**src/hw/rtl/slfa_byte_ram.sv**
```systemverilog
module slfa_byte_ram #(
  parameter int AW = 8,
  parameter int DW = 8
) (
  input  logic          clk,
  input  logic          we,
  input  logic [AW-1:0] waddr,
  input  logic [DW-1:0] wdata,
  input  logic          re,
  input  logic [AW-1:0] raddr,
  output logic [DW-1:0] rdata
);

  logic [DW-1:0] mem [2**AW];
  logic [DW-1:0] rdata_r;

  always_ff @(posedge clk) begin
    if (we) begin
      mem[waddr] <= wdata;
    end
    if (re) begin
      rdata_r <= mem[raddr];
    end
  end

  assign rdata = rdata_r;

endmodule

```
**config.mk**
```make
export PLATFORM = sky130hd
export DESIGN_NAME = slfa_byte_ram
export DESIGN_NICKNAME = d
export VERILOG_FILES = /design/src/hw/rtl/slfa_byte_ram.sv
export SDC_FILE = /design/constraint.sdc
export NUM_CORES = 2
export LEC_CHECK = 0
export ABC_AREA = 1
export BUFFER_PORTS_ARGS = -buffer_cell sky130_fd_sc_hd__buf_4
export CAP_MARGIN = 20
export CORE_MARGIN = 2
export CORE_UTILIZATION = 48
export CTS_CLUSTER_SIZE = 25
export DETAILED_ROUTE_END_ITERATION = 8
export MAX_ROUTING_LAYER = met4
export PLACE_DENSITY = 0.61
export RECOVER_POWER = 100
export SYNTH_ARGS = -nofsm -noshare
export SYNTH_HDL_FRONTEND = slang
export SYNTH_SLANG_ARGS = --single-unit
```
**constraint.sdc**
```tcl
create_clock -name clk -period 2.37 [get_ports clk]
set_clock_uncertainty 0.15 [all_clocks]
set_input_delay 0.474 -clock clk [delete_from_list [all_inputs] [get_ports clk]]
set_output_delay 0.474 -clock clk [all_outputs]
set_load 0.02 [all_outputs]
```
==> results.yml <==
global_route:
  grt_max_degree: 110
  grt_pass1_wl_um: 353000
  grt_usage_pct: 27.4
  first_global_vias: 54200
  antenna_found_initial: 9
  overflow: 0
clock_tree:
  cts_tree: "built"
  cts.clk_slew.worst_paths_ns: 0.06
  insertion_delay_ns: 0.84
  cts_resized: 0
  root_buffer: "clkbuf_16"
  cts_buffer_depth: 3
  htreeDepth: 4
  clock_sinks: 2056
  numCtsBuffers: 204
layout:
  syn2layout_area_growth_pct: 15.2
  layout_common_cells: "2122 x nand2_1, 2056 x edfxtp_1, 2019 x nand3_1"
  layout_commonest_cell: "nand2_1"
  layout.nets: 7488
  drive_gt1_share_pct: 9.94
  fill_cells: 14500
die:
  die_y_um: 421
  num_io_pins: 35
  core-area_um2: 173000
  die_w_um: 421
  die_area_um2: 177000
  start_util_pct: 48.2
  row_count: 153
timing:
  hold_violations: 0
  whs_ns: 0.319
  worst_pin_slew_ns: 1.60
  finalMaxSlewViolations: 90
  period_share_pct: 101
  rsz0062_at_grt: "no"
  tns_ns: -0.0325
  max_freq_mhz: 416
  slew_headroom_pct: -6.81
  fin_crit_ns: 2.40
  final-setup-viol-count: 1
  timing.final.ws_setup_ns: -0.0325
worst_setup_path:
  crit_path_start_kind: "input pin"
  critPathArrivalTime_ns: 2.83
  critPathCaptureType: "flop"
  worstPathRequired_ns: 2.80
  cp_max_fo: 28
  path_class: "in2reg"
yosys:
  syn_nets: 7030
  synth.top_cells.by_area: "edfxtp_1 74%, nand3_1 12%, nand2_1 9.5%"
  synth_area_per_cell_um2: 11.9
  synth_area_leader_cell: "edfxtp_1"
  synth_cell_types: 13
  synth_top_area_share_pct: 74.0
  yosysSeqAreaShare_pct: 74.0
  synth_seq_cells: 2056
  netlist_instances: 7003
  synth.cell_area_um2: 83500
  ys_warn_count: 0
placed_design:
  dp_hpwl_um: 149000
  gp_congestion: 0.890
  port_buffers: 34
detailed_routing:
  via_per_inst: 5.72
  drt-pass1-iter-count: 8
  avgRoutedWirePerCell_um: 24.0
  drc_errors: 0
  drtIter0Drc: 7185
  vias: 57000
  wl_um: 239000
  drtAntennaViolNets: 0
pwr:
  switching_share_pct: 22.7
  switchingPower_uw: 17400
  p_comb_share_pct: 6.7
  internal_power_uw: 59200
  power_density_nw_per_um2: 796
  power_uw: 76600
  sequentialPowerShare_pct: 52.4
  p_leak_uw: 0.0338
  p_clk_share_pct: 40.8
  ir_drop_v: 0.000781
run_status:
  violations: "max-capacitance violations, max-slew violations, negative setup slack"
  status: "complete, but fails checks"
run:
  max-cap-violations: 2
hold_path:
  hold_class: "in2reg"
## final timing paths
| path | end | startpoint | depth (start not counted) | slack (ns) |
|---|---|---|---|---|
| min | rdata[6] | raddr[6] | 6 | 0.32 |
| max | rdata[2] | raddr[1] | 13 | -0.03 |
| min reg2reg | rdata[6] | mem[68][6] | 10 | 0.95 |
| max reg2reg | rdata[2] | mem[111][2] | 10 | 0.12 |
## power groups by stage
stage	Clock, uW	Sequential [uW]	Combinational [uW]
2_1_floorplan	0	40900	2470
3_3_place_gp	0	40900	5180
3_5_place_dp	0	40900	5230
4_1_cts	31600	40100	5260
5_1_grt	33000	40100	5540
6_report	31300	40100	5160
## layer usage
| metal | GRT usage, % | vias up | wire length, um |
|---|---|---|---|
| li1 | - | 25800 | - |
| met1 | 37.9 | 28000 | 98200 |
| met2 | 42.2 | 2631 | 113000 |
| met3 | 3.87 | 463 | 20500 |
| met4 | 8.84 | 0 | 7940 |
| met5 | - | - | 0 |
## what timing repair did
action / in CTS / in global routing
endpoints found under the hold margin: 204 / 0
hold buffers: 10 / 0
setup buffers: 0 / 0
endpoints found under the setup margin: 0 / 1
## cells by family after synthesis
family,Yosys count,share of synthesized area (%)
and+or+nand+nor,4425,22.9
DFF,2056,74.0
buffers and inverters,522,3.12
## metrics by stage
step / area, um2 / utilization [%] / std cells / setup WS (ns)
2_1_floorplan: 83500 / - / 7003 / 0.255
3_3_place_gp: 91300 / 52.7 / 9571 / -0.766
3_5_place_dp: 91300 / 52.7 / 9571 / -0.771
4_1_cts: 97800 / 56.5 / 9959 / 0.0834
5_1_grt: 96200 / 55.5 / 9961 / 0.0137
6_report: 96200 / 55.5 / 9962 / -0.0325
## state kept, by name, indices dropped and copies added (netlist names)
register and count:
mem 2048, rdata 8
## cell usage after synthesis, drive strengths merged
| cell type | n |
|---|---|
| buf | 371 |
| clkbuf | 112 |
| inv | 39 |
| nand3 | 2019 |
| nand2 | 2123 |
| nor2 | 283 |
| edfxtp | 2056 |
## worst max-delay path, cell delays in order
cell and delay (ns):
buf_8 0.15, buf_12 0.25, buf_12 0.24, buf_4 0.21, nand3_1 0.09, nand3_1 0.11
nand3_1 0.14, nand3_1 0.16, nand3_1 0.23, nand3_1 0.32, nand2_1 0.09, nand2_1 0.20
nand2_1 0.09
## layout make-up
| cell class | instances | area, um2 | area share, % |
|---|---|---|---|
| Inverter | 39 | 180 | 0.187 |
| Tap cell | 2325 | 2910 | 3.02 |
| Antenna cell | 4 | 10.0 | 0.0104 |
| Clock buffer | 256 | 5360 | 5.58 |
| Timing Repair Buffer | 735 | 5790 | 6.02 |
| Multi-Input combinational cell | 4425 | 19100 | 19.9 |
| Sequential cell | 2056 | 61700 | 64.2 |
| Clock inverter | 122 | 1040 | 1.08 |
(Power assumes the default switching activity.)
