--- config.mk ---
export PLATFORM = sky130hd
export DESIGN_NAME = slfa_ctrl_flat
export DESIGN_NICKNAME = d
export VERILOG_FILES = /design/src/hw/rtl/slfa_pkg.sv /design/src/hw/rtl/slfa_in_if.sv /design/src/hw/rtl/slfa_ctrl.sv /design/src/flat_wrapper.sv
export SDC_FILE = /design/constraint.sdc
export NUM_CORES = 1
export LEC_CHECK = 0
export ABC_AREA = 1
export BUFFER_PORTS_ARGS = -buffer_cell sky130_fd_sc_hd__buf_4
export CORE_ASPECT_RATIO = 1.5
export CORE_UTILIZATION = 30
export DETAILED_ROUTE_END_ITERATION = 6
export GPL_TIMING_DRIVEN = 0
export HOLD_SLACK_MARGIN = 0.08
export SLEW_MARGIN = 20
export SYNTH_ARGS = -nofsm -noshare
export SYNTH_HDL_FRONTEND = slang
export SYNTH_SLANG_ARGS = --single-unit
--- constraint.sdc ---
create_clock -name clk -period 7 [get_ports clk]
set_input_delay 1.05 -clock clk [delete_from_list [all_inputs] [get_ports clk]]
set_output_delay 1.05 -clock clk [all_outputs]
set_load 0.02 [all_outputs]
--- src/hw/rtl/slfa_pkg.sv ---
package slfa_pkg;

  localparam int QUEUE_DEPTH   = 4;
  localparam int PAYLOAD_BYTES = 256;

  localparam int LANES     = 4;
  localparam int LEN_W     = 8;
  localparam int QD_W      = $clog2(QUEUE_DEPTH);
  localparam int CNT_W     = $clog2(QUEUE_DEPTH + 1);
  localparam int WPOS_W    = $clog2(PAYLOAD_BYTES + 1);
  localparam int WPE       = (PAYLOAD_BYTES + 3) / 4;
  localparam int WORD_W    = (WPE > 1) ? $clog2(WPE) : 1;
  localparam int ADDR_W    = QD_W + WORD_W;
  localparam int FRAME_WORDS = 1 + WPE;
  localparam int SLOT_W    = $clog2(FRAME_WORDS);

  localparam logic [LEN_W-1:0] MAX_LEN = LEN_W'(PAYLOAD_BYTES - 1);

  localparam int LEN_LSB   = 24;
  localparam int TXV_BIT   = 9;
  localparam int RXV_BIT   = 8;
  localparam logic [31:0] CTL_TXVALID = 32'h0000_0200;
  localparam logic [31:0] CTL_RXVALID = 32'h0000_0100;
  localparam logic [31:0] CTL_PARITY  = 32'h0000_0001;

  typedef enum logic [1:0] {
    ACT_WRITE = 2'd0,
    ACT_READ  = 2'd1,
    ACT_SLOT  = 2'd2
  } slfa_action_t;

  // one access set for the four byte lanes of a store
  typedef struct packed {
    logic [LANES-1:0]      we;
    logic [ADDR_W-1:0]     waddr;
    logic [LANES-1:0][7:0] wdata;
    logic                  re;
    logic [ADDR_W-1:0]     raddr;
  } slfa_ram_cmd_t;

  // what the result stage needs to build one result word
  typedef struct packed {
    logic             is_slot;
    logic             sel_ctl;
    logic [31:0]      ctl_word;
    logic [LANES-1:0] tx_mask;
    logic             frame_end;
    logic             write_accepted;
    logic             read_valid;
    logic [1:0]       rd_lane;
  } slfa_res_info_t;

  function automatic logic [QD_W-1:0] ring_next(input logic [QD_W-1:0] p);
    logic [QD_W-1:0] r;
    r = (p == QD_W'(QUEUE_DEPTH - 1)) ? '0 : p + 1'b1;
    return r;
  endfunction

endpackage

--- src/hw/rtl/slfa_in_if.sv ---
interface slfa_in_if;
  logic        valid;
  logic        ready;
  logic [1:0]  action;
  logic [7:0]  host_byte;
  logic        host_last;
  logic [31:0] spi_rx_word;

  modport source(output valid, output action, output host_byte, output host_last,
                 output spi_rx_word, input ready);
  modport sink(input valid, input action, input host_byte, input host_last,
               input spi_rx_word, output ready);
endinterface

--- src/hw/rtl/slfa_ctrl.sv ---
module slfa_ctrl import slfa_pkg::*; (
  input  logic           clk,
  input  logic           rst_n,
  slfa_in_if.sink        in_chan,
  input  logic           s1_take,
  output logic           s1_valid,
  output slfa_res_info_t s1_info,
  output slfa_ram_cmd_t  tx_cmd,
  output slfa_ram_cmd_t  rx_cmd
);

  logic                  s1_valid_r, s1_valid_nxt;
  slfa_res_info_t        info_r, info_nxt;

  logic [QD_W-1:0]       tx_head_r, tx_head_nxt, tx_tail_r, tx_tail_nxt;
  logic [CNT_W-1:0]      tx_count_r, tx_count_nxt;
  logic                  tx_att_r, tx_att_nxt;
  logic [QD_W-1:0]       rx_head_r, rx_head_nxt, rx_tail_r, rx_tail_nxt;
  logic [CNT_W-1:0]      rx_count_r, rx_count_nxt;
  logic                  rx_att_r, rx_att_nxt;
  logic [31:0]           rx_control_r, rx_control_nxt;
  logic [31:0]           next_control_r, next_control_nxt;
  logic [SLOT_W-1:0]     slot_r, slot_nxt;
  logic [WPOS_W-1:0]     wpos_r, wpos_nxt;
  logic [LEN_W-1:0]      rpos_r, rpos_nxt;

  logic [LEN_W-1:0]      tx_len_r [QUEUE_DEPTH];
  logic [LEN_W-1:0]      rx_len_r [QUEUE_DEPTH];
  // bytes of a transmit entry ever written: writes always run up from byte zero
  logic [WPOS_W-1:0]     tx_fill_r [QUEUE_DEPTH];

  logic                  acc, in_ready;
  logic                  host_wr;
  logic                  tx_len_we, rx_len_we;
  logic [LEN_W-1:0]      tx_len_wdata, rx_len_wdata;

  logic [SLOT_W-1:0]     p, pw;
  logic                  last_slot;
  logic [SLOT_W+1:0]     byte_idx [LANES];
  logic [LANES-1:0]      lane_in_range, lane_filled;
  logic [WPOS_W-1:0]     fill_head, wpos_inc;
  logic [LEN_W-1:0]      rpos_c;

  // frame boundary results
  logic                  par_ok, acked, commit, tx_pop;
  logic [LEN_W-1:0]      rx_len_c;
  logic [QD_W-1:0]       b_rx_tail, b_tx_head;
  logic [CNT_W-1:0]      b_rx_count, b_tx_count;
  logic                  b_rx_att, b_tx_att;
  logic [31:0]           b_ctl;

  assign in_ready      = !s1_valid_r || s1_take;
  assign in_chan.ready = in_ready;
  assign acc           = in_chan.valid && in_ready;
  assign s1_valid      = s1_valid_r;
  assign s1_info       = info_r;

  assign p         = (slot_r >= SLOT_W'(FRAME_WORDS)) ? '0 : slot_r;
  assign pw        = p - 1'b1;
  assign last_slot = (p == SLOT_W'(FRAME_WORDS - 1));
  assign fill_head = tx_fill_r[tx_head_r];
  assign wpos_inc  = wpos_r + 1'b1;
  assign rpos_c    = (rpos_r > MAX_LEN) ? MAX_LEN : rpos_r;

  always_comb begin
    for (int i = 0; i < LANES; i++) begin
      byte_idx[i]      = {pw, 2'(i)};
      lane_in_range[i] = 32'(byte_idx[i]) < 32'(PAYLOAD_BYTES);
      lane_filled[i]   = 32'(byte_idx[i]) < 32'(fill_head);
    end
  end

  always_comb begin
    par_ok   = ^rx_control_r;
    acked    = par_ok && rx_control_r[RXV_BIT];
    commit   = par_ok && rx_control_r[TXV_BIT] && rx_att_r;
    rx_len_c = (rx_control_r[LEN_LSB +: LEN_W] > MAX_LEN) ? MAX_LEN
                                                         : rx_control_r[LEN_LSB +: LEN_W];
    b_rx_tail  = commit ? ring_next(rx_tail_r) : rx_tail_r;
    b_rx_count = rx_count_r + CNT_W'(commit);
    b_rx_att   = commit ? 1'b0 : rx_att_r;
    if (!b_rx_att && b_rx_count < CNT_W'(QUEUE_DEPTH)) begin
      b_rx_att = 1'b1;
    end
    tx_pop     = tx_att_r && acked;
    b_tx_head  = tx_pop ? ring_next(tx_head_r) : tx_head_r;
    b_tx_count = (tx_pop && tx_count_r != '0) ? tx_count_r - 1'b1 : tx_count_r;
    b_tx_att   = tx_pop ? 1'b0 : tx_att_r;
    if (!b_tx_att && b_tx_count != '0) begin
      b_tx_att = 1'b1;
    end
    b_ctl = '0;
    if (b_tx_att) begin
      b_ctl = {tx_len_r[b_tx_head], 24'h0} | CTL_TXVALID;
    end
    if (b_rx_att) begin
      b_ctl = b_ctl | CTL_RXVALID;
    end
    if (!(^b_ctl)) begin
      b_ctl = b_ctl | CTL_PARITY;
    end
  end

  always_comb begin
    tx_cmd           = '0;
    rx_cmd           = '0;
    info_nxt         = '0;
    host_wr          = 1'b0;
    tx_len_we        = 1'b0;
    tx_len_wdata     = LEN_W'(wpos_r);
    rx_len_we        = 1'b0;
    rx_len_wdata     = rx_len_c;
    tx_head_nxt      = tx_head_r;
    tx_tail_nxt      = tx_tail_r;
    tx_count_nxt     = tx_count_r;
    tx_att_nxt       = tx_att_r;
    rx_head_nxt      = rx_head_r;
    rx_tail_nxt      = rx_tail_r;
    rx_count_nxt     = rx_count_r;
    rx_att_nxt       = rx_att_r;
    rx_control_nxt   = rx_control_r;
    next_control_nxt = next_control_r;
    slot_nxt         = slot_r;
    wpos_nxt         = wpos_r;
    rpos_nxt         = rpos_r;
    s1_valid_nxt     = s1_take ? 1'b0 : s1_valid_r;
    if (acc) begin
      s1_valid_nxt = 1'b1;
      case (in_chan.action)
        ACT_WRITE: begin
          if (!(wpos_r == '0 && tx_count_r >= CNT_W'(QUEUE_DEPTH))) begin
            host_wr                  = 1'b1;
            tx_cmd.we[wpos_r[1:0]]   = 1'b1;
            tx_cmd.waddr             = {tx_tail_r, WORD_W'(wpos_r >> 2)};
            tx_cmd.wdata[wpos_r[1:0]] = in_chan.host_byte;
            info_nxt.write_accepted  = 1'b1;
            if (in_chan.host_last || wpos_inc >= WPOS_W'(PAYLOAD_BYTES)) begin
              tx_len_we    = 1'b1;
              tx_tail_nxt  = ring_next(tx_tail_r);
              tx_count_nxt = tx_count_r + 1'b1;
              wpos_nxt     = '0;
            end else begin
              wpos_nxt = wpos_inc;
            end
          end
        end
        ACT_READ: begin
          if (rx_count_r != '0) begin
            rx_cmd.re           = 1'b1;
            rx_cmd.raddr        = {rx_head_r, WORD_W'(rpos_c >> 2)};
            info_nxt.read_valid = 1'b1;
            info_nxt.rd_lane    = rpos_c[1:0];
            if (rpos_r >= rx_len_r[rx_head_r]) begin
              rx_head_nxt  = ring_next(rx_head_r);
              rx_count_nxt = rx_count_r - 1'b1;
              rpos_nxt     = '0;
            end else begin
              rpos_nxt = rpos_r + 1'b1;
            end
          end
        end
        ACT_SLOT: begin
          info_nxt.is_slot = 1'b1;
          if (p == '0) begin
            info_nxt.sel_ctl  = 1'b1;
            info_nxt.ctl_word = next_control_r;
            rx_control_nxt    = in_chan.spi_rx_word;
          end else begin
            tx_cmd.re        = 1'b1;
            tx_cmd.raddr     = {tx_head_r, WORD_W'(pw)};
            info_nxt.tx_mask = lane_in_range & lane_filled & {LANES{tx_att_r}};
            rx_cmd.we        = lane_in_range & {LANES{rx_att_r}};
            rx_cmd.waddr     = {rx_tail_r, WORD_W'(pw)};
            rx_cmd.wdata     = in_chan.spi_rx_word;
          end
          if (last_slot) begin
            info_nxt.frame_end = 1'b1;
            slot_nxt           = '0;
            rx_len_we          = commit;
            rx_tail_nxt        = b_rx_tail;
            rx_count_nxt       = b_rx_count;
            rx_att_nxt         = b_rx_att;
            tx_head_nxt        = b_tx_head;
            tx_count_nxt       = b_tx_count;
            tx_att_nxt         = b_tx_att;
            next_control_nxt   = b_ctl;
          end else begin
            slot_nxt = p + 1'b1;
          end
        end
        default: begin
        end
      endcase
    end
  end

  always_ff @(posedge clk) begin
    if (!rst_n) begin
      s1_valid_r     <= 1'b0;
      tx_head_r      <= '0;
      tx_tail_r      <= '0;
      tx_count_r     <= '0;
      tx_att_r       <= 1'b0;
      rx_head_r      <= '0;
      rx_tail_r      <= '0;
      rx_count_r     <= '0;
      rx_att_r       <= 1'b1;
      rx_control_r   <= '0;
      next_control_r <= CTL_RXVALID;
      slot_r         <= '0;
      wpos_r         <= '0;
      rpos_r         <= '0;
      for (int e = 0; e < QUEUE_DEPTH; e++) begin
        tx_len_r[e]  <= '0;
        rx_len_r[e]  <= '0;
        tx_fill_r[e] <= '0;
      end
    end else begin
      s1_valid_r     <= s1_valid_nxt;
      tx_head_r      <= tx_head_nxt;
      tx_tail_r      <= tx_tail_nxt;
      tx_count_r     <= tx_count_nxt;
      tx_att_r       <= tx_att_nxt;
      rx_head_r      <= rx_head_nxt;
      rx_tail_r      <= rx_tail_nxt;
      rx_count_r     <= rx_count_nxt;
      rx_att_r       <= rx_att_nxt;
      rx_control_r   <= rx_control_nxt;
      next_control_r <= next_control_nxt;
      slot_r         <= slot_nxt;
      wpos_r         <= wpos_nxt;
      rpos_r         <= rpos_nxt;
      if (tx_len_we) begin
        tx_len_r[tx_tail_r] <= tx_len_wdata;
      end
      if (rx_len_we) begin
        rx_len_r[rx_tail_r] <= rx_len_wdata;
      end
      for (int e = 0; e < QUEUE_DEPTH; e++) begin
        if (host_wr && tx_tail_r == QD_W'(e) && wpos_inc > tx_fill_r[e]) begin
          tx_fill_r[e] <= wpos_inc;
        end
      end
    end
  end

  always_ff @(posedge clk) begin
    if (acc) begin
      info_r <= info_nxt;
    end
  end

  a_tx_count_max: assert property (@(posedge clk) disable iff (!rst_n)
    tx_count_r <= CNT_W'(QUEUE_DEPTH)) else $error("tx ring count overflow");

  a_tx_att_has_entry: assert property (@(posedge clk) disable iff (!rst_n)
    tx_att_r |-> tx_count_r != '0) else $error("tx frame in flight with empty ring");

  a_slot_advance: assert property (@(posedge clk) disable iff (!rst_n)
    (acc && in_chan.action == ACT_SLOT && !last_slot) |=> slot_r == $past(p) + 1'b1)
    else $error("slot position did not advance");

  a_wpos_range: assert property (@(posedge clk) disable iff (!rst_n)
    wpos_r < WPOS_W'(PAYLOAD_BYTES)) else $error("open chunk past payload size");

endmodule

--- src/flat_wrapper.sv ---
// flat-port wrapper written by rule: the top's interface ports become plain ports
module slfa_ctrl_flat import slfa_pkg::*;
  (clk, rst_n, s1_take, s1_valid, s1_info, tx_cmd, rx_cmd, in_chan_valid, in_chan_action, in_chan_host_byte, in_chan_host_last, in_chan_spi_rx_word, in_chan_ready);
  slfa_in_if in_chan_i ();
  input  logic clk;
  input  logic rst_n;
  input  logic s1_take;
  output logic s1_valid;
  output slfa_res_info_t s1_info;
  output slfa_ram_cmd_t tx_cmd;
  output slfa_ram_cmd_t rx_cmd;
  input wire logic [$bits(in_chan_i.valid)-1:0] in_chan_valid;
  input wire logic [$bits(in_chan_i.action)-1:0] in_chan_action;
  input wire logic [$bits(in_chan_i.host_byte)-1:0] in_chan_host_byte;
  input wire logic [$bits(in_chan_i.host_last)-1:0] in_chan_host_last;
  input wire logic [$bits(in_chan_i.spi_rx_word)-1:0] in_chan_spi_rx_word;
  output wire logic [$bits(in_chan_i.ready)-1:0] in_chan_ready;
  assign in_chan_i.valid = in_chan_valid;
  assign in_chan_i.action = in_chan_action;
  assign in_chan_i.host_byte = in_chan_host_byte;
  assign in_chan_i.host_last = in_chan_host_last;
  assign in_chan_i.spi_rx_word = in_chan_spi_rx_word;
  assign in_chan_ready = in_chan_i.ready;
  slfa_ctrl u_core (.clk(clk), .rst_n(rst_n), .in_chan(in_chan_i), .s1_take(s1_take), .s1_valid(s1_valid), .s1_info(s1_info), .tx_cmd(tx_cmd), .rx_cmd(rx_cmd));
endmodule
==> reports/results.tsv <==
metric	value	unit
status	finished, final reports clean	
DIE AREA	41800	um^2
Avg Cell Area, Syn	7.59	um^2
Yosys Warn Count	0	
core area	40300	um^2
htree depth	1	
Slew HR	36.2	%
VDD IR max	148	uV
Worst-Skew Late Latency	0.53	ns
post-synthesis sequential area ratio	43.8	%
Initial Util	30.5	%
Syn Std Cell Area	12300	um^2
Leakage	6.96	nW
Unique masters post-synth	48	
FF-to-FF End	u_core.tx_fill_r[2][6]	
fin nets	1960	
largest net degree at the start of global routing	24	
postcts setup bufs	0	
Async S/R FF share, synth	0	%
Synth area leader	edfxtp_1	
placed cell count	2321	
ys flop type	edfxtp_1	
arrival time at the worst endpoint	4.37	ns
antenna violations before repair	0	
Tot GR Track Use	16.5	%
# diodes	0	
clk buf depth	3	
vias per cell	4.65	
GP Congestion	0.867	
reg-to-reg setup timing slack	2.32	ns
Non-Filler Instances	2361	
Synth top area share	29.8	%
largest cells by area after synthesis	edfxtp_1 (30%), dfxtp_1 (14%), nand2_1 (12%)	
Worst Path Max Fanout	7	
Worst Hold Depth	2	
Pre-antenna DRT Iters	5	
Critical-path top delay cell	nor3_1	
period utilization	77.5	%
number of CTS-inserted buffers	22	
FF-to-FF Start	u_core.wpos_r[0]	
fraction of layout cells with a size suffix above 1	15.1	%
DR vias	10982	
Fmax	0.184	GHz
Crit. path cell count	16	
CTS Root Cell	clkbuf_16	
global-route wire length before repair	54600	um
delay-heaviest family, CP	simple AND/OR/NAND/NOR gates	
Slowest Stage Delay on Critical Path	0.70	ns
Cells after Synth	1619	
Post-Route WL	34500	um
setup total negative slack	0	ns
total congestion overflow	0	
critical path startpoint	u_core.slot_r[0]	
Least-Margin Pin Slew	0.948	ns
Antenna Nets Post-Route	0	
Startpoint Class	register	
Die H	250	um
RSZ-0062 raised after global routing	no	
clk sinks	208	
CP endpoint kind	output pin	
r2r worst-path depth	15	
clock transition at the registers of the reported paths	0.07	ns
final hold vios	0	
CP Data Required Time	5.95	ns
Post-synth top cells	nand2_1 (383), nor2_1 (267), inv_1 (234)	
maximum capacitance violations	0	
CTS hold repair buffers	0	
Synth Register Bits	208	
DR WL/cell	14.6	um
Slew Viols, Final	0	
number of global-route vias before repair	10857	
placed wire-length estimate	27600	um
setup violators final	0	
Min-Delay Path Class	register to register	
area grow syn2layout	22.2	%
EDFF count, synth	122	
Site Rows	90	
Setup crit end	rx_cmd[51]	
CTS tree	done	
Layout Skew	0.0176	ns
Crit Path Class	register to output pin	
worst path bufs/invs	7	
post-layout min period	5.42	ns
# resized after CTS	0	
PD cells	193	nW/um^2
post-layout total power	2.90	mW
DRC	0	
most frequent CP cell	inv_1	
IO buf count	176	
DRT iter0 DRCs	409	
Top Ports	198	
die width	167	um
top-count cell post-synth	nand2_1	
crit path cell chain	nor3_1 -> nand4_1 -> nand2_1 -> inv_1 -> nor2_1 -> inv_1 -> ha_1 -> nand2_1 -> inv_1 -> nand3_1 -> inv_1 -> nor2_1 -> clkinv_1 -> nor3_1 -> buf_4 -> buf_4	
==> worst reg2reg max path: cells and delay by family, from the launching register on <==
kind	cells	cell delay, ns
buffers and inverters	4	1.10
AOI/OAI and AO/OA	4	0.98
and+or+nand+nor	5	0.81
DFF	1	0.75
xor gates and xnor gates	1	0.46
adders and majority gates	1	0.33
==> logic make-up (layout without fill, tap and decap cells) <==
kind of cell | count (synthesis) | count (layout) | share of synthesized area [%]
simple gates | 763 | 763 | 25.5
flops | 208 | 208 | 43.8
other cells | 1 | 21 | 0.0305
fa+ha+maj | 74 | 74 | 7.53
buf+inv | 324 | 540 | 11.2
xor+xnor | 18 | 18 | 1.28
compound gates | 231 | 231 | 10.7
==> cell type report <==
type / instances / area, um^2
Buffer: 75 / 437
Clock inverter: 9 / 97.6
Inverter: 249 / 935
Multi-Input combinational cell: 1107 / 5610
Sequential cell: 208 / 5390
Clock buffer: 31 / 606
Timing Repair Buffer: 176 / 1320
Tap cell: 506 / 633
Fill cell: 4205 / 25300
==> routing by layer <==
layer	vias to the layer above	global-route usage, %	wire length, um
met5	-	0	0
met3	59	1.86	1480
li1	5598	-	-
met2	293	33.2	19000
met4	0	7.23	1310
met1	5032	16.8	12700
==> where the power goes <==
part | switching, mW | leakage, nW | internal (mW)
sequential | 0.0224 | 1.93 | 1.34
clock | 0.491 | 0.338 | 0.678
combinational | 0.246 | 4.70 | 0.127
total | 0.760 | 6.96 | 2.14
==> sequential cells by signal, summed over array words and instances (netlist names), 3 cells and up, named ones only <==
name / flops
u_core.next_control_r: 11
u_core.rpos_r: 8
u_core.slot_r: 7
u_core.wpos_r: 9
u_core.tx_len_r: 32
u_core.tx_fill_r: 36
u_core.rx_count_r: 3
u_core.rx_control_r: 32
u_core.rx_len_r: 32
u_core.tx_count_r: 3
u_core.s1_info: 22
==> cells in the final DEF, fill, tap and decap left out, drive strengths merged, types with 21 or more instances in the layout <==
master and count:
inv 241, edfxtp 122, dfxtp 86, nand3 59
o21ai 74, ha 74, nand2 396, buf 216
clkbuf 66, nor2 269, conb 21, a21oi 106
==> worst min-delay path by stage <==
stage	slack (ns)	endpoint	startpoint
after CTS	0.47	u_core.next_control_r[24]	u_core.next_control_r[24]
after global placement	0.46	u_core.slot_r[5]	u_core.slot_r[5]
after floorplan	0.44	u_core.next_control_r[24]	u_core.next_control_r[24]
after global routing	0.50	u_core.slot_r[5]	u_core.slot_r[5]
final	0.47	u_core.slot_r[5]	u_core.slot_r[5]
after detailed placement	0.46	u_core.slot_r[5]	u_core.slot_r[5]
==> through the flow <==
stage / worst slack [ns] / utilization, % / hold slack (ns) / area (um^2)
finish: 1.58 / 37.3 / 0.471 / 15000
global route: 1.14 / 37.3 / 0.502 / 15000
floorplan: 2.48 / - / 0.437 / 12400
detailed placement: 1.78 / 35.5 / 0.460 / 14300
CTS: 1.52 / 37.3 / 0.473 / 15000
global placement: 1.83 / 35.5 / 0.455 / 14300
Note: power is estimated with default switching activity, not from simulation.
