--- config.mk ---
export PLATFORM = sky130hd
export DESIGN_NAME = slfa_result_flat
export DESIGN_NICKNAME = d
export VERILOG_FILES = /design/src/hw/rtl/slfa_pkg.sv /design/src/hw/rtl/slfa_out_if.sv /design/src/hw/rtl/slfa_result.sv /design/src/flat_wrapper.sv
export SDC_FILE = /design/constraint.sdc
export NUM_CORES = 1
export LEC_CHECK = 0
export ABC_CLOCK_PERIOD_IN_PS = 3800
export BUFFER_PORTS_ARGS = -buffer_cell sky130_fd_sc_hd__buf_2
export CORE_MARGIN = 4
export CORE_UTILIZATION = 42
export CTS_CLUSTER_DIAMETER = 40
export CTS_CLUSTER_SIZE = 10
export DETAILED_ROUTE_END_ITERATION = 8
export PLACE_DENSITY = 0.81
export SLEW_MARGIN = 0
export SYNTH_ARGS = -nofsm -noshare
export SYNTH_HDL_FRONTEND = slang
export SYNTH_SLANG_ARGS = --single-unit
export TNS_END_PERCENT = 30
--- constraint.sdc ---
create_clock -name clk -period 3.8 [get_ports clk]
set_input_delay 0.38 -clock clk [delete_from_list [all_inputs] [get_ports clk]]
set_output_delay 0.38 -clock clk [all_outputs]
set_load 0.01 [all_outputs]
--- src/hw/rtl/slfa_pkg.sv ---
package slfa_pkg;

  localparam int QUEUE_DEPTH   = 4;
  localparam int PAYLOAD_BYTES = 256;

  localparam int LANES     = 4;
  localparam int LEN_W     = 8;
  localparam int QD_W      = $clog2(QUEUE_DEPTH);
  localparam int CNT_W     = $clog2(QUEUE_DEPTH + 1);
  localparam int WPOS_W    = $clog2(PAYLOAD_BYTES + 1);
  localparam int WPE       = (PAYLOAD_BYTES + 3) / 4;
  localparam int WORD_W    = (WPE > 1) ? $clog2(WPE) : 1;
  localparam int ADDR_W    = QD_W + WORD_W;
  localparam int FRAME_WORDS = 1 + WPE;
  localparam int SLOT_W    = $clog2(FRAME_WORDS);

  localparam logic [LEN_W-1:0] MAX_LEN = LEN_W'(PAYLOAD_BYTES - 1);

  localparam int LEN_LSB   = 24;
  localparam int TXV_BIT   = 9;
  localparam int RXV_BIT   = 8;
  localparam logic [31:0] CTL_TXVALID = 32'h0000_0200;
  localparam logic [31:0] CTL_RXVALID = 32'h0000_0100;
  localparam logic [31:0] CTL_PARITY  = 32'h0000_0001;

  typedef enum logic [1:0] {
    ACT_WRITE = 2'd0,
    ACT_READ  = 2'd1,
    ACT_SLOT  = 2'd2
  } slfa_action_t;

  // one access set for the four byte lanes of a store
  typedef struct packed {
    logic [LANES-1:0]      we;
    logic [ADDR_W-1:0]     waddr;
    logic [LANES-1:0][7:0] wdata;
    logic                  re;
    logic [ADDR_W-1:0]     raddr;
  } slfa_ram_cmd_t;

  // what the result stage needs to build one result word
  typedef struct packed {
    logic             is_slot;
    logic             sel_ctl;
    logic [31:0]      ctl_word;
    logic [LANES-1:0] tx_mask;
    logic             frame_end;
    logic             write_accepted;
    logic             read_valid;
    logic [1:0]       rd_lane;
  } slfa_res_info_t;

  function automatic logic [QD_W-1:0] ring_next(input logic [QD_W-1:0] p);
    logic [QD_W-1:0] r;
    r = (p == QD_W'(QUEUE_DEPTH - 1)) ? '0 : p + 1'b1;
    return r;
  endfunction

endpackage

--- src/hw/rtl/slfa_out_if.sv ---
interface slfa_out_if;
  logic        valid;
  logic        ready;
  logic [31:0] spi_tx_word;
  logic        frame_end;
  logic        write_accepted;
  logic [7:0]  read_byte;
  logic        read_valid;

  modport source(output valid, output spi_tx_word, output frame_end,
                 output write_accepted, output read_byte, output read_valid,
                 input ready);
  modport sink(input valid, input spi_tx_word, input frame_end,
               input write_accepted, input read_byte, input read_valid,
               output ready);
endinterface

--- src/hw/rtl/slfa_result.sv ---
module slfa_result import slfa_pkg::*; (
  input  logic                  clk,
  input  logic                  rst_n,
  input  logic                  s1_valid,
  input  slfa_res_info_t        s1_info,
  input  logic [LANES-1:0][7:0] tx_rdata,
  input  logic [LANES-1:0][7:0] rx_rdata,
  output logic                  s1_take,
  slfa_out_if.source            out_chan
);

  logic        out_valid_r, out_valid_nxt;
  logic [31:0] spi_word_r, spi_word_nxt;
  logic        frame_end_r;
  logic        wr_acc_r;
  logic [7:0]  rd_byte_r, rd_byte_nxt;
  logic        rd_valid_r;
  logic [31:0] tx_word;

  assign s1_take = s1_valid && (!out_valid_r || out_chan.ready);

  always_comb begin
    for (int i = 0; i < LANES; i++) begin
      tx_word[8*i +: 8] = s1_info.tx_mask[i] ? tx_rdata[i] : 8'h00;
    end
    if (!s1_info.is_slot) begin
      spi_word_nxt = '0;
    end else if (s1_info.sel_ctl) begin
      spi_word_nxt = s1_info.ctl_word;
    end else begin
      spi_word_nxt = tx_word;
    end
    rd_byte_nxt   = s1_info.read_valid ? rx_rdata[s1_info.rd_lane] : 8'h00;
    out_valid_nxt = s1_take ? 1'b1 : (out_chan.ready ? 1'b0 : out_valid_r);
  end

  always_ff @(posedge clk) begin
    if (!rst_n) begin
      out_valid_r <= 1'b0;
    end else begin
      out_valid_r <= out_valid_nxt;
    end
  end

  always_ff @(posedge clk) begin
    if (s1_take) begin
      spi_word_r  <= spi_word_nxt;
      frame_end_r <= s1_info.frame_end;
      wr_acc_r    <= s1_info.write_accepted;
      rd_byte_r   <= rd_byte_nxt;
      rd_valid_r  <= s1_info.read_valid;
    end
  end

  assign out_chan.valid          = out_valid_r;
  assign out_chan.spi_tx_word    = spi_word_r;
  assign out_chan.frame_end      = frame_end_r;
  assign out_chan.write_accepted = wr_acc_r;
  assign out_chan.read_byte      = rd_byte_r;
  assign out_chan.read_valid     = rd_valid_r;

endmodule

--- src/flat_wrapper.sv ---
// flat-port wrapper written by rule: the top's interface ports become plain ports
module slfa_result_flat import slfa_pkg::*;
  (clk, rst_n, s1_valid, s1_info, tx_rdata, rx_rdata, s1_take, out_chan_valid, out_chan_spi_tx_word, out_chan_frame_end, out_chan_write_accepted, out_chan_read_byte, out_chan_read_valid, out_chan_ready);
  slfa_out_if out_chan_i ();
  input  logic clk;
  input  logic rst_n;
  input  logic s1_valid;
  input  slfa_res_info_t s1_info;
  input  logic [LANES-1:0][7:0] tx_rdata;
  input  logic [LANES-1:0][7:0] rx_rdata;
  output logic s1_take;
  output wire logic [$bits(out_chan_i.valid)-1:0] out_chan_valid;
  output wire logic [$bits(out_chan_i.spi_tx_word)-1:0] out_chan_spi_tx_word;
  output wire logic [$bits(out_chan_i.frame_end)-1:0] out_chan_frame_end;
  output wire logic [$bits(out_chan_i.write_accepted)-1:0] out_chan_write_accepted;
  output wire logic [$bits(out_chan_i.read_byte)-1:0] out_chan_read_byte;
  output wire logic [$bits(out_chan_i.read_valid)-1:0] out_chan_read_valid;
  input wire logic [$bits(out_chan_i.ready)-1:0] out_chan_ready;
  assign out_chan_valid = out_chan_i.valid;
  assign out_chan_spi_tx_word = out_chan_i.spi_tx_word;
  assign out_chan_frame_end = out_chan_i.frame_end;
  assign out_chan_write_accepted = out_chan_i.write_accepted;
  assign out_chan_read_byte = out_chan_i.read_byte;
  assign out_chan_read_valid = out_chan_i.read_valid;
  assign out_chan_i.ready = out_chan_ready;
  slfa_result u_core (.clk(clk), .rst_n(rst_n), .s1_valid(s1_valid), .s1_info(s1_info), .tx_rdata(tx_rdata), .rx_rdata(rx_rdata), .s1_take(s1_take), .out_chan(out_chan_i));
endmodule
==> results.json, run 1 <==
{
  "run_status": "complete, no violations",
  "die_h_um": 81.6,
  "initial_antenna_violation_count": 0,
  "cts_buffers": 5,
  "dp_hpwl_um": 4600,
  "timing.final.crit_share": 0.539,
  "timing.final.ws_setup_ps": 1750,
  "final_period_minus_worst_setup_slack_ps": 2050,
  "nets": 443,
  "post-synth-top-count-cell": "sky130_fd_sc_hd__edfxtp_1",
  "placeableCoreArea_um2": 5170,
  "postLayoutCoreUtil": 0.607,
  "ctsRootBufferMaster": "sky130_fd_sc_hd__clkbuf_8",
  "worstHoldStart": "s1_info[4]",
  "wl_per_cell_um": 14.6,
  "crit-reg2reg-capture": "u_core.out_chan.read_byte[1]",
  "yosys.area.top_type": "sky130_fd_sc_hd__edfxtp_1",
  "timing.clock.skew_ps": 3.78,
  "post_route_cells_drive_above_1_share": 0.495,
  "grt_first_pass_wirelength_um": 8430,
  "worst_pin_slew_ps": 865,
  "drt_first_pass_iters": 4,
  "path_class": "reg2out",
  "clk_pin_slew_ps": 80,
  "synth_area_leaders": "sky130_fd_sc_hd__edfxtp_1, sky130_fd_sc_hd__nand3b_1, sky130_fd_sc_hd__a21boi_1",
  "netlist_area_um2": 2280,
  "synth_edf_count": 43,
  "critical_path.endpoint_type": "primary output",
  "yosysTopAreaCellShare": 0.567,
  "route.detailed.drc": 0,
  "fp.dieArea_um2": 6660,
  "antenna_violating_nets_post_route": 0,
  "synth.lib_cells_used.distinct": 17,
  "number_of_top_level_design_ports": 156,
  "whs_path_depth": 1,
  "routed_wl_um": 5880,
  "routabilityCongestion": 0.796,
  "drt-initial-drc-count": 82,
  "holdCritPathClass": "in2reg",
  "timing.setup.tns_ps": 0,
  "clk_path_buf_depth": 2,
  "syn_nets": 297,
  "grt_pass1_vias": 1800,
  "grt.met2_usage": 0.283,
  "grt_start_max_net_pins": 65,
  "final-max-slew-violation-count": 0,
  "ff2ff_setup_slack_ps": 2010,
  "yosysSeqAreaShare": 0.576,
  "timing.max_cap.violations": 0,
  "worst_ir_drop_vdd_v": 0.000187,
  "synth_flop_cell": "sky130_fd_sc_hd__edfxtp_1",
  "met3_usage": 0.0274,
  "insertedDiodeCount": 0,
  "cts_sinks": 44,
  "post-cts-setup-buffers": 0,
  "synthesis.area_per_instance_um2": 12.2,
  "logic_depth_of_the_worst_register_to_register_path": 3,
  "worstReg2RegStart": "u_core.out_chan.valid",
  "postSynth.asyncResetShare": 0,
  "htree_levels": 2,
  "fin_worst_hold_slack_ps": 271,
  "cts_tree": "done",
  "timing.slew.headroom": 0.423,
  "floorplan.die.width_um": 81.6,
  "fmax_ghz": 0.489,
  "start_kind": "flip-flop",
  "hold_path_end": "u_core.out_chan.frame_end",
  "viasPerCell": 4.85,
  "hold_viol_final": 0,
  "port_buffers": 155,
  "required_worst_endpoint_ps": 3420,
  "finalSetupViolCount": 0,
  "synth_top_cells_by_count": "sky130_fd_sc_hd__edfxtp_1, sky130_fd_sc_hd__nand2_1, sky130_fd_sc_hd__nand3b_1",
  "mapped_cells": 186,
  "row_count": 26,
  "postCtsHoldBufs": 0,
  "area_growth_syn_to_layout_pct": 38.0,
  "via_count": 1956,
  "grt_total_usage": 0.165,
  "initial_utilization": 0.440,
  "power.total_w": 0.00112,
  "total_global_routing_overflow": 0,
  "pwr_density_cell_nw_per_um2": 358,
  "worst_ep_arrival_time_ps": 1670,
  "most_crowded_layer_after_global_routing": "met2",
  "yosys_warnings": 0,
  "synthesis_stage_register_bit_count": 44,
  "crit_fanout": 29,
  "leakagePower_nw": 1.45,
  "worstSkewPairLatency_ps": 280,
  "rsz0062_at_grt": "false",
  "gr-usage-met1": 0.203,
  "post_cts_resize_count": 0,
  "dp_worst_slack_ps": 1910
}
[state kept, by name, summed over array words and instances, names as in the netlist]
name                            flops
u_core.out_chan.read_byte           8
u_core.out_chan.valid               1
u_core.out_chan.spi_tx_word        32
u_core.out_chan.read_valid          1
u_core.out_chan.write_accepted      1
u_core.out_chan.frame_end           1
[stage by stage]
stage	std cells	cell area (um2)
finish	403	3140
global route	403	3140
detailed placement	395	3030
floorplan	186	2280
CTS	403	3140
global placement	395	3030
[cells in the final DEF (no fill, tap or decap)]
| cell | netlist | layout |
|---|---|---|
| sky130_fd_sc_hd__a21boi_0 | 4 | 4 |
| sky130_fd_sc_hd__clkbuf_8 | 0 | 5 |
| sky130_fd_sc_hd__clkinv_2 | 0 | 1 |
| sky130_fd_sc_hd__o21a_1 | 1 | 1 |
| sky130_fd_sc_hd__o22ai_1 | 8 | 8 |
| sky130_fd_sc_hd__nor2b_4 | 0 | 1 |
| sky130_fd_sc_hd__a21boi_1 | 28 | 28 |
| sky130_fd_sc_hd__clkinvlp_4 | 0 | 1 |
| sky130_fd_sc_hd__nand2b_1 | 1 | 1 |
| sky130_fd_sc_hd__nand2_1 | 33 | 33 |
| sky130_fd_sc_hd__mux2i_1 | 16 | 16 |
| sky130_fd_sc_hd__edfxtp_1 | 43 | 43 |
| sky130_fd_sc_hd__bufinv_16 | 0 | 1 |
| sky130_fd_sc_hd__buf_4 | 1 | 1 |
| sky130_fd_sc_hd__buf_2 | 2 | 155 |
| sky130_fd_sc_hd__dfxtp_1 | 1 | 1 |
| sky130_fd_sc_hd__nor2b_1 | 2 | 1 |
| sky130_fd_sc_hd__nand3b_1 | 32 | 32 |
[worst max-delay path by stage]
| stage | slack [ps] | to | cells past startpoint | start |
|---|---|---|---|---|
| after detailed placement | 1910 | u_core.out_chan.read_byte[1] | 4 | out_chan_ready |
| after global placement | 1930 | u_core.out_chan.read_byte[0] | 4 | out_chan_ready |
| after global routing | 1650 | s1_take | 3 | u_core.out_chan.valid |
| after CTS | 1710 | s1_take | 3 | u_core.out_chan.valid |
| final | 1750 | s1_take | 3 | u_core.out_chan.valid |
| after floorplan | 820 | u_core.out_chan.frame_end | 2 | u_core.out_chan.valid |
[layout make-up]
cell class,instances,area [um2]
Clock buffer,5,68.8
Multi-Input combinational cell,125,848
Fill cell,444,2030
Sequential cell,44,1310
Tap cell,70,87.6
Timing Repair Buffer,156,783
Clock inverter,3,42.5
[power breakdown]
part / switching [W] / internal (W)
clock network: 0.000152 / 0.000194
registers: 0.00000775 / 0.000572
logic: 0.0000995 / 0.0000970
total: 0.000260 / 0.000864
[worst max-delay path: stages (launching register included)]
cell                      delay (ps)
sky130_fd_sc_hd__dfxtp_1         310
sky130_fd_sc_hd__nor2b_1         150
sky130_fd_sc_hd__nor2b_4         650
sky130_fd_sc_hd__buf_2           260
[cell families after synthesis]
logic type | Yosys count | share of synthesized area
mux | 16 | 0.0704
simple gates | 68 | 0.168
compound gates | 41 | 0.131
buf+inv | 17 | 0.0544
flops | 44 | 0.576
[per-layer routing]
layer  up-vias  share of wire  wire [um]
met3        10          0.075        443
met1       896           0.38       2240
li1        975              -          -
met5         -              0          0
met2        75           0.52       3080
met4         0          0.020        116
No activity file was read; power rests on OpenSTA's default activity.
==> run 2, diff against run 1 <==
--- a/config.mk
+++ b/config.mk
@@ -5,7 +5,8 @@
 export SDC_FILE = /design/constraint.sdc
 export NUM_CORES = 1
 export LEC_CHECK = 0
-export ABC_CLOCK_PERIOD_IN_PS = 3800
+export ABC_AREA = 1
+export ABC_CLOCK_PERIOD_IN_PS = 2000
 export BUFFER_PORTS_ARGS = -buffer_cell sky130_fd_sc_hd__buf_2
 export CORE_MARGIN = 4
 export CORE_UTILIZATION = 42
==> constraint.sdc (replaced) <==
create_clock -name clk -period 2 [get_ports clk]
set_input_delay 0.2 -clock clk [delete_from_list [all_inputs] [get_ports clk]]
set_output_delay 0.2 -clock clk [all_outputs]
set_load 0.01 [all_outputs]
==> run 2 against run 1 <==
Critical path depth unchanged. Synthesized area unchanged. Sequential cell count unchanged. Wire length up 6.0%. Clock skew up 1.4 ps. Largest cell class unchanged.
==> results.json, run 2 <==
{
  "run_status": "complete, no violations",
  "start_kind": "flip-flop",
  "timing.max_cap.violations": 0,
  "area_growth_syn_to_layout_pct": 40.2,
  "synth_top_cells_by_count": "sky130_fd_sc_hd__nand2_1, sky130_fd_sc_hd__edfxtp_1, sky130_fd_sc_hd__a21oi_1, sky130_fd_sc_hd__inv_1, sky130_fd_sc_hd__nand3_1",
  "synth.lib_cells_used.distinct": 15,
  "yosys_warnings": 0,
  "htree_levels": 2,
  "wl_per_cell_um": 12.9,
  "hold_viol_final": 0,
  "clk_path_buf_depth": 2,
  "timing.final.crit_share": 0.791,
  "viasPerCell": 4.57,
  "worst_pin_slew_ps": 699,
  "fmax_ghz": 0.632,
  "synthesis_stage_register_bit_count": 44,
  "drt-initial-drc-count": 125,
  "grt_total_usage": 0.176,
  "port_buffers": 155,
  "grt_start_max_net_pins": 35,
  "routed_wl_um": 6230,
  "initial_utilization": 0.440,
  "post_cts_resize_count": 0,
  "post-synth-top-count-cell": "sky130_fd_sc_hd__nand2_1",
  "yosysTopAreaCellShare": 0.567,
  "pwr_density_cell_nw_per_um2": 670,
  "final-max-slew-violation-count": 0,
  "fin_worst_hold_slack_ps": 77.9,
  "nets": 522,
  "drt_first_pass_iters": 5,
  "logic_depth_of_the_worst_register_to_register_path": 2,
  "dp_hpwl_um": 4910,
  "ctsRootBufferMaster": "sky130_fd_sc_hd__clkbuf_8",
  "fillers": 454,
  "grt_pass1_vias": 2013,
  "synth_flop_cell": "sky130_fd_sc_hd__edfxtp_1",
  "syn_nets": 367,
  "leakagePower_nw": 1.64,
  "synth_area_leaders": "sky130_fd_sc_hd__edfxtp_1, sky130_fd_sc_hd__nand2_1, sky130_fd_sc_hd__a21oi_1",
  "route.detailed.drc": 0,
  "total_global_routing_overflow": 0,
  "via_count": 2203,
  "initial_antenna_violation_count": 0,
  "rsz0062_at_grt": "false",
  "grt_first_pass_wirelength_um": 8870,
  "yosys.area.top_type": "sky130_fd_sc_hd__edfxtp_1",
  "ff2ff_setup_slack_ps": 790,
  "number_of_top_level_design_ports": 156,
  "post-cts-setup-buffers": 0,
  "mapped_cells": 256,
  "seqCellArea_um2": 1310,
  "synth_edf_count": 43,
  "crit-reg2reg-capture": "u_core.out_chan.spi_tx_word[12]",
  "holdCritPathClass": "in2reg",
  "synthesis.area_per_instance_um2": 8.89,
  "cts_buffers": 5,
  "cts_tree": "done",
  "insertedDiodeCount": 0,
  "required_worst_endpoint_ps": 1800,
  "path_class": "reg2out",
  "yosysSeqAreaShare": 0.576,
  "crit_fanout": 31,
  "placeableCoreArea_um2": 5170,
  "antenna_violating_nets_post_route": 0,
  "cts_sinks": 44,
  "final_period_minus_worst_setup_slack_ps": 1580,
  "routabilityCongestion": 0.793,
  "postSynth.asyncResetShare": 0,
  "worst_ep_arrival_time_ps": 1380,
  "multi_input_comb_area_um2": 718,
  "worstReg2RegStart": "u_core.out_chan.valid",
  "final_common_cell": "sky130_fd_sc_hd__buf_2",
  "crit_path_capture": "s1_take",
  "postCtsHoldBufs": 0,
  "floorplan.die.width_um": 81.6,
  "fp.dieArea_um2": 6660,
  "die_h_um": 81.6,
  "post_route_cells_drive_above_1_share": 0.420,
  "largest_register_ff_count": 32,
  "netlist_area_um2": 2280,
  "critical_path.endpoint_type": "primary output",
  "clk_pin_slew_ps": 80,
  "timing.setup.tns_ps": 0,
  "finalSetupViolCount": 0,
  "timing.clock.skew_ps": 5.19,
  "row_count": 26,
  "most_frequent_cells_in_the_layout": "sky130_fd_sc_hd__buf_2, sky130_fd_sc_hd__nand2_1, sky130_fd_sc_hd__edfxtp_1",
  "critPathLaunch": "u_core.out_chan.valid",
  "timing.slew.headroom": 0.534,
  "worst_ir_drop_vdd_v": 0.000264,
  "worstSkewPairLatency_ps": 290
}
## run 2: cell count changes after synthesis, moves of 2 or more
cell,delta
sky130_fd_sc_hd__a21boi_1,-28
sky130_fd_sc_hd__inv_1,+41
sky130_fd_sc_hd__nand2_2,+2
sky130_fd_sc_hd__clkbuf_1,-4
sky130_fd_sc_hd__a21boi_0,-3
sky130_fd_sc_hd__nand2_1,+62
sky130_fd_sc_hd__nand3_1,+16
sky130_fd_sc_hd__mux2i_1,-16
sky130_fd_sc_hd__nand3b_1,-32
sky130_fd_sc_hd__nor2_4,+4
sky130_fd_sc_hd__o22ai_1,-8
sky130_fd_sc_hd__nor2b_1,-2
sky130_fd_sc_hd__a21oi_1,+41
## run 2: report_power, final
group	internal (W)	leakage (nW)	total, W	switching [W]
Clock	0.000364	0.0532	0.000648	0.000284
Sequential	0.00109	0.437	0.00110	0.0000151
Combinational	0.000172	1.15	0.000388	0.000216
Total	0.00162	1.64	0.00214	0.000515
## run 2: kinds of logic after synthesis
family | synth area share
AO/OA/AOI/OAI | 0.0935
flip-flops | 0.576
buffers and inverters | 0.113
AND/OR/NAND/NOR | 0.217
## run 2: final cells by class
type | count | area share
clock buffer | 5 | 0.0216
timing repair buffer | 159 | 0.252
tap | 70 | 0.0274
multi-input combinational | 159 | 0.225
sequential | 44 | 0.411
clock inverter | 3 | 0.0118
inverter | 42 | 0.0510
## run 2: worst min path at each step
stage	startpoint	to	slack, ps	cells past startpoint
CTS	s1_info[3]	u_core.out_chan.write_accepted	70	1
detailed placement	s1_info[3]	u_core.out_chan.write_accepted	380	1
finish	s1_info[4]	u_core.out_chan.frame_end	80	1
global placement	s1_info[3]	u_core.out_chan.write_accepted	380	1
global route	s1_info[4]	u_core.out_chan.frame_end	60	1
floorplan	s1_info[4]	u_core.out_chan.frame_end	300	0
## run 2: routing by layer
layer	part of all wire	up-vias	GRT usage	wire length, um
li1	-	1127	-	-
met1	0.38	944	0.200	2360
met2	0.49	121	0.300	3030
met3	0.12	11	0.0647	729
met4	0.019	0	0.0681	116
met5	0	-	0	0
## run 2: critical path, stage by stage (launching register included)
cell	delay, ps
sky130_fd_sc_hd__dfxtp_1	350
sky130_fd_sc_hd__a21oi_4	150
sky130_fd_sc_hd__buf_4	370
sky130_fd_sc_hd__buf_2	210
## run 2: per-stage QoR
stage	worst slack [ps]	std cells	power [W]	utilization	instance area [um2]
2_1_floorplan	411	256	0.00132	-	2290
3_3_place_gp	667	474	0.00151	0.597	3090
3_5_place_dp	652	474	0.00151	0.597	3090
4_1_cts	385	482	0.00216	0.617	3190
5_1_grt	317	482	0.00225	0.617	3190
6_report	419	482	0.00214	0.617	3190
==> run 3, diff against run 2 <==
--- a/config.mk
+++ b/config.mk
@@ -5,8 +5,8 @@
 export SDC_FILE = /design/constraint.sdc
 export NUM_CORES = 1
 export LEC_CHECK = 0
-export ABC_AREA = 1
-export ABC_CLOCK_PERIOD_IN_PS = 2000
+export ABC_AREA = 0
+export ABC_CLOCK_PERIOD_IN_PS = 1600
 export BUFFER_PORTS_ARGS = -buffer_cell sky130_fd_sc_hd__buf_2
 export CORE_MARGIN = 4
 export CORE_UTILIZATION = 42
==> constraint.sdc (replaced) <==
create_clock -name clk -period 1.6 [get_ports clk]
set_input_delay 0.16 -clock clk [delete_from_list [all_inputs] [get_ports clk]]
set_output_delay 0.16 -clock clk [all_outputs]
set_load 0.01 [all_outputs]
==> run 3 against run 2 <==
Non-clock buffer count fell by 2. Clock-buffer cell count unchanged. Via count decreased by 9.9%. Final cell count down 16%. Critical endpoint unchanged. Core utilization decreased by 0.19 points. Critical path depth increased by 1. Total power up 26%. Global-route usage down 0.20 points. Sequential power grew 25%. Largest cell class unchanged. Wire length is 3.6% lower.
==> results.json, run 3 (synthesized netlist as in run 1, its figures left out) <==
{
  "run_status": "complete, no violations",
  "viasPerCell": 4.91,
  "path_cells": "nor2b_4 > nor2b_4 > buf_12 > buf_2",
  "nets": 444,
  "final_period_minus_worst_setup_slack_ps": 1460,
  "fp.dieArea_um2": 6660,
  "worst_ep_arrival_time_ps": 1300,
  "cts_tree": "done",
  "ff2ff_setup_slack_ps": 450,
  "grt_start_max_net_pins": 45,
  "post-cts-setup-buffers": 0,
  "crit_fanout": 44,
  "finalSetupViolCount": 0,
  "timing.clock.skew_ps": 8.22,
  "initial_antenna_violation_count": 0,
  "critPathBufInv": 2,
  "crit_path_capture": "s1_take",
  "placeableCoreArea_um2": 5170,
  "area_growth_syn_to_layout_pct": 39.8,
  "routed_wl_um": 6010,
  "timing.max_cap.violations": 0,
  "wl_per_cell_um": 14.9,
  "critical_path.endpoint_type": "primary output",
  "timing.final.ws_setup_ps": 136,
  "timing.final.crit_share": 0.915,
  "crit_family": "buffers and inverters",
  "whs_path_depth": 1,
  "worst_ir_drop_vdd_v": 0.000532,
  "final-max-slew-violation-count": 0,
  "largest_register_ff_count": 32,
  "grt_pass1_vias": 1886,
  "pwr_density_cell_nw_per_um2": 846,
  "drt_first_pass_iters": 5,
  "clk_pin_slew_ps": 90,
  "final_common_cell": "sky130_fd_sc_hd__buf_2",
  "timing.slew.headroom": 0.680,
  "worst_pin_slew_ps": 481,
  "crit-reg2reg-capture": "u_core.out_chan.spi_tx_word[0]",
  "htree_levels": 2,
  "timing.setup.tns_ps": 0,
  "most_frequent_cells_in_the_layout": "sky130_fd_sc_hd__buf_2, sky130_fd_sc_hd__edfxtp_1, sky130_fd_sc_hd__nand2_1",
  "postCtsHoldBufs": 0,
  "path_class": "reg2out",
  "stages_on_worst_setup_path": 4,
  "clk_path_buf_depth": 2,
  "dp_hpwl_um": 4650,
  "cts_buffers": 5,
  "port_buffers": 155,
  "row_count": 26,
  "hold_viol_final": 0,
  "insertedDiodeCount": 0,
  "dp_worst_slack_ps": 368,
  "holdCritPathClass": "in2reg",
  "grt_total_usage": 0.174,
  "worstReg2RegStart": "u_core.out_chan.valid",
  "logic_depth_of_the_worst_register_to_register_path": 3,
  "ctsRootBufferMaster": "sky130_fd_sc_hd__clkbuf_8",
  "routabilityCongestion": 0.758,
  "number_of_top_level_design_ports": 156,
  "total_global_routing_overflow": 0,
  "post_cts_resize_count": 0,
  "fmax_ghz": 0.683,
  "route.detailed.drc": 0,
  "post_route_cells_drive_above_1_share": 0.500,
  "critPathLaunch": "u_core.out_chan.valid",
  "start_kind": "flip-flop",
  "initial_utilization": 0.440,
  "rsz0062_at_grt": "false",
  "critical_path.most_common_cell": "sky130_fd_sc_hd__nor2b_4",
  "antenna_violating_nets_post_route": 0,
  "leakagePower_nw": 1.46,
  "critical_path.max_stage_delay_ps": 320,
  "floorplan.die.width_um": 81.6,
  "required_worst_endpoint_ps": 1440,
  "worstSkewPairLatency_ps": 290,
  "grt_first_pass_wirelength_um": 8690,
  "cts_sinks": 44,
  "drt-initial-drc-count": 64,
  "worst_path_max_delay_cell": "sky130_fd_sc_hd__dfxtp_1",
  "die_h_um": 81.6,
  "via_count": 1985
}
## run 3: cell types whose count changed in the layout (fill, tap and decap cells not counted), sizes merged, moves of 2 or more
cell	delta
a21boi	+31
a21oi	-41
buf	-2
inv	-42
mux2i	+16
nand2	-64
nand3	-16
nand3b	+32
nor2	-4
nor2b	+2
o22ai	+8
## run 3: layer usage
metal / vias up / global-route usage / wire [um]
li1: 980 / - / -
met1: 899 / 0.184 / 2120
met2: 96 / 0.321 / 3160
met3: 10 / 0.0537 / 609
met4: 0 / 0.0681 / 119
met5: - / 0 / 0
## run 3: worst min path at each step
| stage | startpoint | endpoint |
|---|---|---|
| after detailed placement | s1_info[3] | u_core.out_chan.write_accepted |
| after floorplan | s1_info[4] | u_core.out_chan.frame_end |
| after global routing | s1_info[3] | u_core.out_chan.write_accepted |
| after CTS | s1_info[3] | u_core.out_chan.write_accepted |
| after global placement | s1_info[3] | u_core.out_chan.write_accepted |
| final | s1_info[3] | u_core.out_chan.write_accepted |
## run 3: where the power goes
part / internal (W) / total, W / switching (W)
Clock: 0.000462 / 0.000836 / 0.000374
Combinational: 0.000240 / 0.000479 / 0.000239
Sequential: 0.00136 / 0.00138 / 0.0000178
Total: 0.00206 / 0.00269 / 0.000631
## run 3: area by class of cell
type / instances / area (um2)
multi-input cells: 125 / 856
clock buffers: 5 / 68.8
repair buffers: 157 / 816
flip-flops and latches: 44 / 1310
well taps: 70 / 87.6
fillers: 433 / 1990
clock inverters: 3 / 42.5
## run 3: worst register-to-register path, cell delays in order, from the launching register on
cell and delay (ps):
sky130_fd_sc_hd__dfxtp_1 320, sky130_fd_sc_hd__nor2b_4 130, sky130_fd_sc_hd__nor2b_4 120, sky130_fd_sc_hd__buf_12 240
## run 3: through the flow
step                      hold WS [ps]  cell area [um2]  instances  power, W   util
after global routing              26.1             3180        404   0.00282  0.615
after global placement             346             3070        396   0.00188  0.594
final                             41.4             3180        404   0.00269  0.615
after CTS                         36.3             3180        404   0.00273  0.615
after floorplan                    259             2290        186   0.00165      -
after detailed placement           346             3070        396   0.00189  0.594
